$ cat src/sv/kvcl_pkg.sv
package kvcl_pkg;

    typedef enum logic [4:0] {
        S_ERR   = 5'd1,
        S_BEGIN = 5'd2,
        S_COMM  = 5'd3,
        S_KEY   = 5'd4,
        S_KBS   = 5'd5,
        S_KBX1  = 5'd6,
        S_KBX2  = 5'd7,
        S_KSQ   = 5'd8,
        S_KDQ   = 5'd9,
        S_KDQBS = 5'd10,
        S_KDQX1 = 5'd11,
        S_KDQX2 = 5'd12,
        S_BEQ   = 5'd13,
        S_AEQ   = 5'd14,
        S_VAL   = 5'd15,
        S_VBS   = 5'd16,
        S_VBX1  = 5'd17,
        S_VBX2  = 5'd18,
        S_VSQ   = 5'd19,
        S_VDQ   = 5'd20,
        S_VDQBS = 5'd21,
        S_VDQX1 = 5'd22,
        S_VDQX2 = 5'd23,
        S_VEND  = 5'd24
    } state_t;

    typedef enum logic [2:0] {
        A_NONE   = 3'd0,
        A_KEYEND = 3'd1,
        A_VALEND = 3'd2,
        A_ERR    = 3'd3,
        A_STORE  = 3'd4,
        A_MOD    = 3'd5,
        A_HEX1   = 3'd6,
        A_HEX2   = 3'd7
    } action_t;

    localparam logic [2:0] K_KEYCH  = 3'd0;
    localparam logic [2:0] K_VALCH  = 3'd1;
    localparam logic [2:0] K_KEYEND = 3'd2;
    localparam logic [2:0] K_VALEND = 3'd3;
    localparam logic [2:0] K_ERROR  = 3'd4;

    localparam logic [23:0] LINE_MAX = 24'hFFFFFF;
    localparam logic [15:0] COL_MAX  = 16'hFFFF;

    typedef struct packed {
        logic [7:0] in_byte;
        logic       end_of_input;
    } in_word_t;

    typedef struct packed {
        logic [2:0]  kind;
        logic [7:0]  out_char;
        logic        chunk_full;
        logic [23:0] line_no;
        logic [15:0] column_no;
    } out_word_t;

    // classified event handed from front to back
    typedef struct packed {
        action_t     act;
        logic        is_val;
        logic [7:0]  ch;
        logic [23:0] line_no;
        logic [15:0] column_no;
    } evt_t;

endpackage

$ cat src/sv/key_value_config_lexer.sv
// key_value_config_lexer: streaming tokenizer for key = value text.
// An accepted word is held in the front's event register, then in the back's output register.
// Throughput: one word per cycle while the output is not stalled, set by the combinational state lookup.
// Reset (rst_n low, asynchronous): begin state, line and column 1,
// chunk count and hex digit cleared, no word pending.
module key_value_config_lexer #(
    parameter int CHUNK_SIZE = 128
) (
    input  logic                clk,
    input  logic                rst_n,
    input  logic                in_valid,
    output logic                in_ready,
    input  kvcl_pkg::in_word_t  in_data,
    output logic                out_valid,
    input  logic                out_ready,
    output kvcl_pkg::out_word_t out_data
);
    import kvcl_pkg::*;

    // front: classify each byte, track position; back: chunk count, format
    evt_t ev_data;
    logic ev_valid, ev_ready;

    kvcl_front u_front (
        .clk      (clk),
        .rst_n    (rst_n),
        .in_valid (in_valid),
        .in_ready (in_ready),
        .in_data  (in_data),
        .ev_valid (ev_valid),
        .ev_ready (ev_ready),
        .ev_data  (ev_data)
    );

    kvcl_back #(.CHUNK_SIZE(CHUNK_SIZE)) u_back (
        .clk       (clk),
        .rst_n     (rst_n),
        .ev_valid  (ev_valid),
        .ev_ready  (ev_ready),
        .ev_data   (ev_data),
        .out_valid (out_valid),
        .out_ready (out_ready),
        .out_data  (out_data)
    );
endmodule

$ cat src/sv/kvcl_front.sv
module kvcl_front (
    input  logic               clk,
    input  logic               rst_n,
    input  logic               in_valid,
    output logic               in_ready,
    input  kvcl_pkg::in_word_t in_data,
    output logic               ev_valid,
    input  logic               ev_ready,
    output kvcl_pkg::evt_t     ev_data
);
    import kvcl_pkg::*;

    state_t      state_reg, state_next;
    logic [3:0]  hex_reg, hex_next;
    logic [23:0] line_reg, line_next;
    logic [15:0] col_reg, col_next;
    logic        ev_valid_reg, ev_valid_next;
    evt_t        ev_reg, ev_next;
    action_t     act;
    state_t      nx;
    logic [7:0]  c, dch;
    logic        ws, hx, esc;
    logic [3:0]  hv;
    logic        acc;

    function automatic logic [3:0] hexval(input logic [7:0] x);
        logic [3:0] r;
        r = 4'd0;
        if (x >= "0" && x <= "9") r = 4'(x - "0");
        else if (x >= "a" && x <= "f") r = 4'(x - "a" + 8'd10);
        else if (x >= "A" && x <= "F") r = 4'(x - "A" + 8'd10);
        return r;
    endfunction

    assign c   = in_data.in_byte;
    assign ws  = c inside {8'h20, 8'h0C, 8'h0A, 8'h0D, 8'h09, 8'h0B};
    assign hx  = c inside {["0":"9"], ["a":"f"], ["A":"F"]};
    assign esc = c inside {"f", "n", "r", "t", "v"};
    assign hv  = hexval(c);

    assign in_ready = !ev_valid_reg || ev_ready;
    assign acc      = in_valid && in_ready;
    assign ev_valid = ev_valid_reg;
    assign ev_data  = ev_reg;

    always_comb
    begin
        act = A_NONE;
        nx  = S_ERR;
        case (state_reg)
            S_BEGIN:
            begin
                if (ws) nx = S_BEGIN;
                else if (c == ";" || c == "=") act = A_ERR;
                else if (c == "#") nx = S_COMM;
                else if (c == "'") nx = S_KSQ;
                else if (c == "\"") nx = S_KDQ;
                else if (c == "\\") nx = S_KBS;
                else begin nx = S_KEY; act = A_STORE; end
            end
            S_COMM: nx = (c == 8'h0A) ? S_BEGIN : S_COMM;
            S_KEY:
            begin
                if (ws) begin nx = S_BEQ; act = A_KEYEND; end
                else if (c == "'") nx = S_KSQ;
                else if (c == "\"") nx = S_KDQ;
                else if (c == ";" || c == "#") act = A_ERR;
                else if (c == "=") begin nx = S_AEQ; act = A_KEYEND; end
                else if (c == "\\") nx = S_KBS;
                else begin nx = S_KEY; act = A_STORE; end
            end
            S_BEQ:
            begin
                if (ws) nx = S_BEQ;
                else if (c == "=") nx = S_AEQ;
                else act = A_ERR;
            end
            S_AEQ:
            begin
                if (ws) nx = S_AEQ;
                else if (c == "'") nx = S_VSQ;
                else if (c == "\"") nx = S_VDQ;
                else if (c == "\\") nx = S_VBS;
                else if (c == "=") act = A_ERR;
                else if (c == "#") begin nx = S_COMM; act = A_VALEND; end
                else if (c == ";") begin nx = S_BEGIN; act = A_VALEND; end
                else begin nx = S_VAL; act = A_STORE; end
            end
            S_VAL:
            begin
                if (c == 8'h0A || c == ";") begin nx = S_BEGIN; act = A_VALEND; end
                else if (ws) begin nx = S_VEND; act = A_VALEND; end
                else if (c == "'") nx = S_VSQ;
                else if (c == "\"") nx = S_VDQ;
                else if (c == "=") act = A_ERR;
                else if (c == "#") begin nx = S_COMM; act = A_VALEND; end
                else if (c == "\\") nx = S_VBS;
                else begin nx = S_VAL; act = A_STORE; end
            end
            S_VEND:
            begin
                if (c == 8'h0A || c == ";") nx = S_BEGIN;
                else if (ws) nx = S_VEND;
                else if (c == "#") nx = S_COMM;
                else act = A_ERR;
            end
            S_KBS, S_KDQBS, S_VBS, S_VDQBS:
            begin
                if (state_reg == S_KBS) nx = S_KEY;
                else if (state_reg == S_VBS) nx = S_VAL;
                else if (state_reg == S_KDQBS) nx = S_KDQ;
                else nx = S_VDQ;
                if (esc) act = A_MOD;
                else if (c == "x") nx = state_t'(state_reg + 5'd1);
                else if (c != 8'h0A) act = A_STORE;
            end
            S_KBX1, S_KDQX1, S_VBX1, S_VDQX1:
            begin
                if (hx) begin nx = state_t'(state_reg + 5'd1); act = A_HEX1; end
                else act = A_ERR;
            end
            S_KBX2, S_KDQX2, S_VBX2, S_VDQX2:
            begin
                if (!hx) act = A_ERR;
                else
                begin
                    act = A_HEX2;
                    if (state_reg == S_KBX2) nx = S_KEY;
                    else if (state_reg == S_VBX2) nx = S_VAL;
                    else if (state_reg == S_KDQX2) nx = S_KDQ;
                    else nx = S_VDQ;
                end
            end
            S_KSQ, S_VSQ:
            begin
                if (c == "'") nx = (state_reg == S_KSQ) ? S_KEY : S_VAL;
                else begin nx = state_reg; act = A_STORE; end
            end
            S_KDQ, S_VDQ:
            begin
                if (c == "\"") nx = (state_reg == S_KDQ) ? S_KEY : S_VAL;
                else if (c == "\\") nx = (state_reg == S_KDQ) ? S_KDQBS : S_VDQBS;
                else begin nx = state_reg; act = A_STORE; end
            end
            default: act = A_ERR;
        endcase
    end

    always_comb
    begin
        case (c)
            "f":     dch = 8'h0C;
            "n":     dch = 8'h0A;
            "r":     dch = 8'h0D;
            "t":     dch = 8'h09;
            default: dch = 8'h0B;
        endcase
    end

    always_comb
    begin
        state_next    = state_reg;
        hex_next      = hex_reg;
        line_next     = line_reg;
        col_next      = col_reg;
        ev_valid_next = ev_valid_reg && !ev_ready;
        ev_next       = ev_reg;
        if (acc)
        begin
            ev_next.line_no   = line_reg;
            ev_next.column_no = col_reg;
            ev_next.is_val    = 1'b0;
            ev_next.ch        = 8'd0;
            if (in_data.end_of_input)
            begin
                // report position only; state untouched
                ev_valid_next = !(state_reg == S_BEGIN || state_reg == S_COMM
                                  || state_reg == S_VEND);
                ev_next.act = (state_reg == S_AEQ || state_reg == S_VAL) ? A_VALEND : A_ERR;
            end
            else
            begin
                state_next    = nx;
                ev_valid_next = (act != A_NONE) && (act != A_HEX1);
                ev_next.act   = act;
                ev_next.is_val = nx > S_KDQX2;
                if (act == A_HEX1) hex_next = hv;
                if (act == A_MOD) ev_next.ch = dch;
                else if (act == A_HEX2) ev_next.ch = {hex_reg, hv};
                else ev_next.ch = c;
                if (c == 8'h0A)
                begin
                    if (line_reg < LINE_MAX) line_next = line_reg + 24'd1;
                    col_next = 16'd1;
                end
                else if (col_reg < COL_MAX) col_next = col_reg + 16'd1;
            end
        end
    end

    always_ff @(posedge clk or negedge rst_n)
    begin
        if (!rst_n)
        begin
            state_reg    <= S_BEGIN;
            hex_reg      <= 4'd0;
            line_reg     <= 24'd1;
            col_reg      <= 16'd1;
            ev_valid_reg <= 1'b0;
        end
        else
        begin
            state_reg    <= state_next;
            hex_reg      <= hex_next;
            line_reg     <= line_next;
            col_reg      <= col_next;
            ev_valid_reg <= ev_valid_next;
        end
    end

    always_ff @(posedge clk)
    begin
        ev_reg <= ev_next;
    end
endmodule

$ cat src/sv/kvcl_back.sv
module kvcl_back #(
    parameter int CHUNK_SIZE = 128
) (
    input  logic                clk,
    input  logic                rst_n,
    input  logic                ev_valid,
    output logic                ev_ready,
    input  kvcl_pkg::evt_t      ev_data,
    output logic                out_valid,
    input  logic                out_ready,
    output kvcl_pkg::out_word_t out_data
);
    import kvcl_pkg::*;

    localparam logic [7:0] CHUNK = 8'(CHUNK_SIZE);

    logic [7:0] cnt_reg, cnt_next, cnt_inc;
    logic       ov_reg, ov_next;
    out_word_t  od_reg, od_next;
    logic       acc, is_store;

    assign ev_ready  = !ov_reg || out_ready;
    assign acc       = ev_valid && ev_ready;
    assign out_valid = ov_reg;
    assign out_data  = od_reg;
    assign is_store  = ev_data.act == A_STORE || ev_data.act == A_MOD
                       || ev_data.act == A_HEX2;
    assign cnt_inc   = cnt_reg + 8'd1;

    always_comb
    begin
        cnt_next = cnt_reg;
        ov_next  = ov_reg && !out_ready;
        od_next  = od_reg;
        if (acc)
        begin
            ov_next           = 1'b1;
            od_next.line_no   = ev_data.line_no;
            od_next.column_no = ev_data.column_no;
            od_next.out_char  = 8'd0;
            od_next.chunk_full = 1'b0;
            cnt_next          = 8'd0;
            case (ev_data.act)
                A_KEYEND: od_next.kind = K_KEYEND;
                A_VALEND: od_next.kind = K_VALEND;
                default:  od_next.kind = K_ERROR;
            endcase
            if (is_store)
            begin
                od_next.kind     = ev_data.is_val ? K_VALCH : K_KEYCH;
                od_next.out_char = ev_data.ch;
                if (cnt_inc >= CHUNK) od_next.chunk_full = 1'b1;
                else cnt_next = cnt_inc;
            end
        end
    end

    always_ff @(posedge clk or negedge rst_n)
    begin
        if (!rst_n)
        begin
            cnt_reg <= 8'd0;
            ov_reg  <= 1'b0;
        end
        else
        begin
            cnt_reg <= cnt_next;
            ov_reg  <= ov_next;
        end
    end

    always_ff @(posedge clk)
    begin
        od_reg <= od_next;
    end
endmodule

$ cat config.mk
export PLATFORM = sky130hd
export DESIGN_NAME = key_value_config_lexer
export DESIGN_NICKNAME = d
export VERILOG_FILES = /design/src/sv/kvcl_pkg.sv /design/src/sv/key_value_config_lexer.sv /design/src/sv/kvcl_front.sv /design/src/sv/kvcl_back.sv
export SDC_FILE = /design/constraint.sdc
export NUM_CORES = 1
export LEC_CHECK = 0
export CORE_ASPECT_RATIO = 1.1
export CORE_MARGIN = 2
export CORE_UTILIZATION = 60
export DETAILED_ROUTE_END_ITERATION = 7
export DONT_BUFFER_PORTS = 1
export PLACE_DENSITY_LB_ADDON = 0.3
export SYNTH_ARGS = -nofsm -noshare
export SYNTH_HDL_FRONTEND = slang
export SYNTH_SLANG_ARGS = --single-unit
$ cat constraint.sdc
create_clock -name clk -period 6.1 [get_ports clk]
set_clock_uncertainty 0.15 [all_clocks]
set_input_delay 0.305 -clock clk [delete_from_list [all_inputs] [get_ports clk]]
set_output_delay 0.305 -clock clk [all_outputs]
set_load 0.02 [all_outputs]
==> key figures <==
Floorplanning
  – Die H: 124 um
  – Core area: between 10000 and 15000 um^2
  – I/O pin cnt: 67
  – Rows: 43
  – Initial Util: approximately three fifths
  – Die span in x: about 110 um
  – Die ar.: 14100 um^2

Drt
  – Final ANT Viol Nets: 0
  – Via count: 5698
  – DRC: 0
  – Number of DRC markers in iteration 0: slightly below 500
  – Wire per inst: 22.0 um
  – First-pass DRT Iterations: 7
  – Wire length after detailed routing: 19000 um
  – Vias per cell: around 6.6

STA
  – Relative slew margins: about a quarter
  – Unrepaired setup endpoints after global routing: no
  – Endpoints failing setup: 0
  – FMAX: around 0.25 GHz
  – Final worst-path cycle share: around 66%
  – Slew @ Worst Pin: roughly 1.1 ns
  – Crit path time final: slightly above 4 ns
  – Hold Fails Final Rpt: 0
  – Final Slew Violations: 0
  – Setup TNS: 0 ns
  – Fin worst setup slack: 2.06 ns

Logic synthesis
  – Mapped cell area: around 8000 um^2
  – Top FF cell, synth: edfxtp_1
  – Yosys cell types: 70
  – Register bit count reported by yosys: between 150 and 200
  – Post-Syn Instances: about 700
  – EDFF count, synth: roughly 100
  – Syn Nets: between 700 and 800
  – YS warnings: 0
  – Avg Inst Size Synth: approximately 11 um^2
  – Register area share after synthesis: 58.3%
  – Asr flop ratio synth: a little over a third

Final layout
  – Register Area: 4600 um^2
  – Share of layout cells above drive strength 1: 8.35%
  – Ant diodes: 0
  – Syn-to-layout area delta: 10.1%
  – Multi-input gate area: around 3100 um^2
  – Final design utilization: about two thirds
  – Final net count: between 700 and 800
  – Filler Cell Count: 893

Status
  – Run status: complete, no violations

Clock network
  – CTS Sinks: 163
  – Clock slew at reported path FFs: ~0.070 ns
  – CTS tree: yes
  – # H-tree levels: 4
  – Resize count post-CTS: 0
  – TritonCTS Buffers: 17
  – Worst-case clock buffer depth: 2
  – Root buf cell: clkbuf_16
  – Clock Latency Late Sink: ~0.43 ns

Worst setup path
  – CP Capture Type: flip-flop
  – Required time of the critical path: 6.11 ns
  – Critical path type: reg -> reg
  – CP Max Fanout: 8
  – CP Launch Type: flip-flop
  – Reg-to-reg setup timing slack: approximately 2 ns
  – R2R depth: 9
  – Arr. time, crit path: 4.05 ns

Pwr
  – Maximum vdd drop: between 0.0002 and 0.0003 V
  – Total power: 0.00387 W
  – Lkg Pwr: between 3 and 4 nW
  – Pwr dens: ~440 nW/um^2

Worst hold path
  – Worst hold path depth: 3
  – Hold crit path type: in -> reg

Placed design
  – DP Worst Slack: around 2 ns
  – GPL Wtd Cong: 0.976
  – DPL Wire Length: 12600 um
  – PortBufs: 0

Global routing
  – Initial antenna violation count: 0
  – All-Layer GR Usage: about 28%
  – Grt ovf: 0
  – Number of global-route vias before repair: about 5500
  – Largest net degree at the start of global routing: 60
  – Global-route wire length before repair: 30100 um

Job
  – Maxcap violations: 0
Yosys cell counts, drive strengths merged, types with 4 or more instances:
| cell | n | area, um^2 |
|---|---|---|
| a2111oi | 4 | 35.0 |
| a21oi | 28 | 140 |
| a311oi | 4 | 35.0 |
| a31oi | 10 | 75.1 |
| and2 | 9 | 56.3 |
| and3 | 23 | 144 |
| and4 | 8 | 70.1 |
| buf | 11 | 65.1 |
| clkbuf | 22 | 82.6 |
| dfrtp | 56 | 1400 |
| edfxtp | 104 | 3120 |
| ha | 13 | 163 |
| inv | 15 | 56.3 |
| mux2 | 5 | 67.6 |
| mux2i | 6 | 60.1 |
| nand2 | 54 | 203 |
| nand2b | 18 | 113 |
| nand3 | 34 | 170 |
| nand3b | 5 | 37.5 |
| nand4 | 18 | 113 |
| nor2 | 58 | 218 |
| nor2b | 10 | 62.6 |
| nor3 | 22 | 115 |
| nor4bb | 4 | 40.0 |
| o21ai | 29 | 145 |
| o22ai | 6 | 37.5 |
| o31ai | 9 | 67.6 |
| o32ai | 4 | 53.8 |
| or3 | 9 | 56.3 |
| xnor2 | 30 | 263 |
| xor2 | 11 | 96.3 |
through the flow:
stage               area (um^2)  instances  hold WS [ns]
finish                     8700        864        0.0180
global route               8700        864        0.0135
CTS                        8700        864       0.00429
detailed placement         7980        821        -0.139
global placement           7980        821        -0.139
floorplan                  7900        692        -0.141
worst max-delay path, cell delays in order (launching register included):
cell       delay [ns]
dfstp_2          0.59
inv_1            0.09
ha_1             0.27
and2_1           0.19
a221oi_1         0.60
inv_1            0.24
a2111oi_0        0.62
nor4bb_1         0.63
nand3_1          0.22
o2bb2ai_1        0.17
power breakdown:
group / internal, W / switching, W / total [W]
logic: 0.000352 / 0.000633 / 0.000985
registers: 0.00152 / 0.000327 / 0.00185
clock network: 0.000547 / 0.000488 / 0.00103
total: 0.00242 / 0.00145 / 0.00387
per-layer routing:
metal / vias to the layer above / track usage (%) / share of wire (%)
met5: - / 0 / 0
met4: 0 / 15.1 / 4.8
met3: 69 / 5.50 / 5.9
met2: 273 / 46.5 / 51
met1: 2761 / 34.4 / 38
li1: 2595 / - / -
area by class of cell:
cell class | count | area share [%]
timing repair buffer | 16 | 1.90
sequential | 163 | 52.9
inverter | 15 | 0.647
tap | 157 | 2.26
clock buffer | 17 | 4.89
clock inverter | 15 | 1.84
multi-input combinational | 481 | 35.5
repair_timing:
item / in CTS / in global routing
hold endpoints to repair: 75 / 0
setup buffers: 0 / 0
hold buffers: 11 / 0
logic make-up (layout without fill, tap and decap cells):
kind of cell	count (synthesis)	after routing	share of synthesized area [%]
AND/OR/NAND/NOR	290	290	19.8
XOR/XNOR	41	41	4.55
flip-flops	163	163	58.3
adder cells (fa/ha/maj)	13	13	2.06
multiplexers	11	11	1.62
buffers and inverters	48	63	2.58
AO/OA/AOI/OAI	126	126	11.1
layout by cell type (no fill, tap or decap), types with 4 or more instances in the layout:
| cell type | instances |
|---|---|
| buf_4 | 5 |
| o22ai_1 | 6 |
| edfxtp_1 | 104 |
| o21ai_0 | 29 |
| xor2_1 | 11 |
| nand2_1 | 54 |
| inv_8 | 4 |
| a21oi_1 | 28 |
| ha_1 | 13 |
| nand3_1 | 34 |
| nor2b_1 | 10 |
| nor2_1 | 58 |
| inv_1 | 14 |
| a311oi_1 | 4 |
| a2111oi_0 | 4 |
| dfrtp_1 | 56 |
| mux2i_1 | 6 |
| and3_1 | 23 |
| clkbuf_16 | 17 |
| or3_1 | 9 |
| dlygate4sd3_1 | 10 |
| nor3_1 | 21 |
| a31oi_1 | 8 |
| nand4_1 | 18 |
| nand3b_1 | 5 |
| xnor2_1 | 30 |
| o31ai_1 | 9 |
| nor4bb_1 | 4 |
| and4_1 | 8 |
| and2_1 | 7 |
| nand2b_1 | 18 |
| inv_6 | 4 |
worst paths after layout:
check	startpoint	end
max	u_front.state_reg[1]$_DFFE_PN1P_	u_front.ev_data[48]$_SDFFCE_PP0P_
max reg2reg	u_front.state_reg[1]$_DFFE_PN1P_	u_front.ev_data[48]$_SDFFCE_PP0P_
min	in_data[4]	u_front.hex_reg[3]$_DFFE_PN0P_
max in group asynchronous	rst_n	u_front.line_reg[0]$_DFFE_PN1P_
min reg2reg	u_front.ev_data[22]$_DFFE_PP_	u_back.out_data[22]$_DFFE_PP_
min in group asynchronous	rst_n	u_front.state_reg[2]$_DFFE_PN0P_
(Power assumes the default switching activity.)
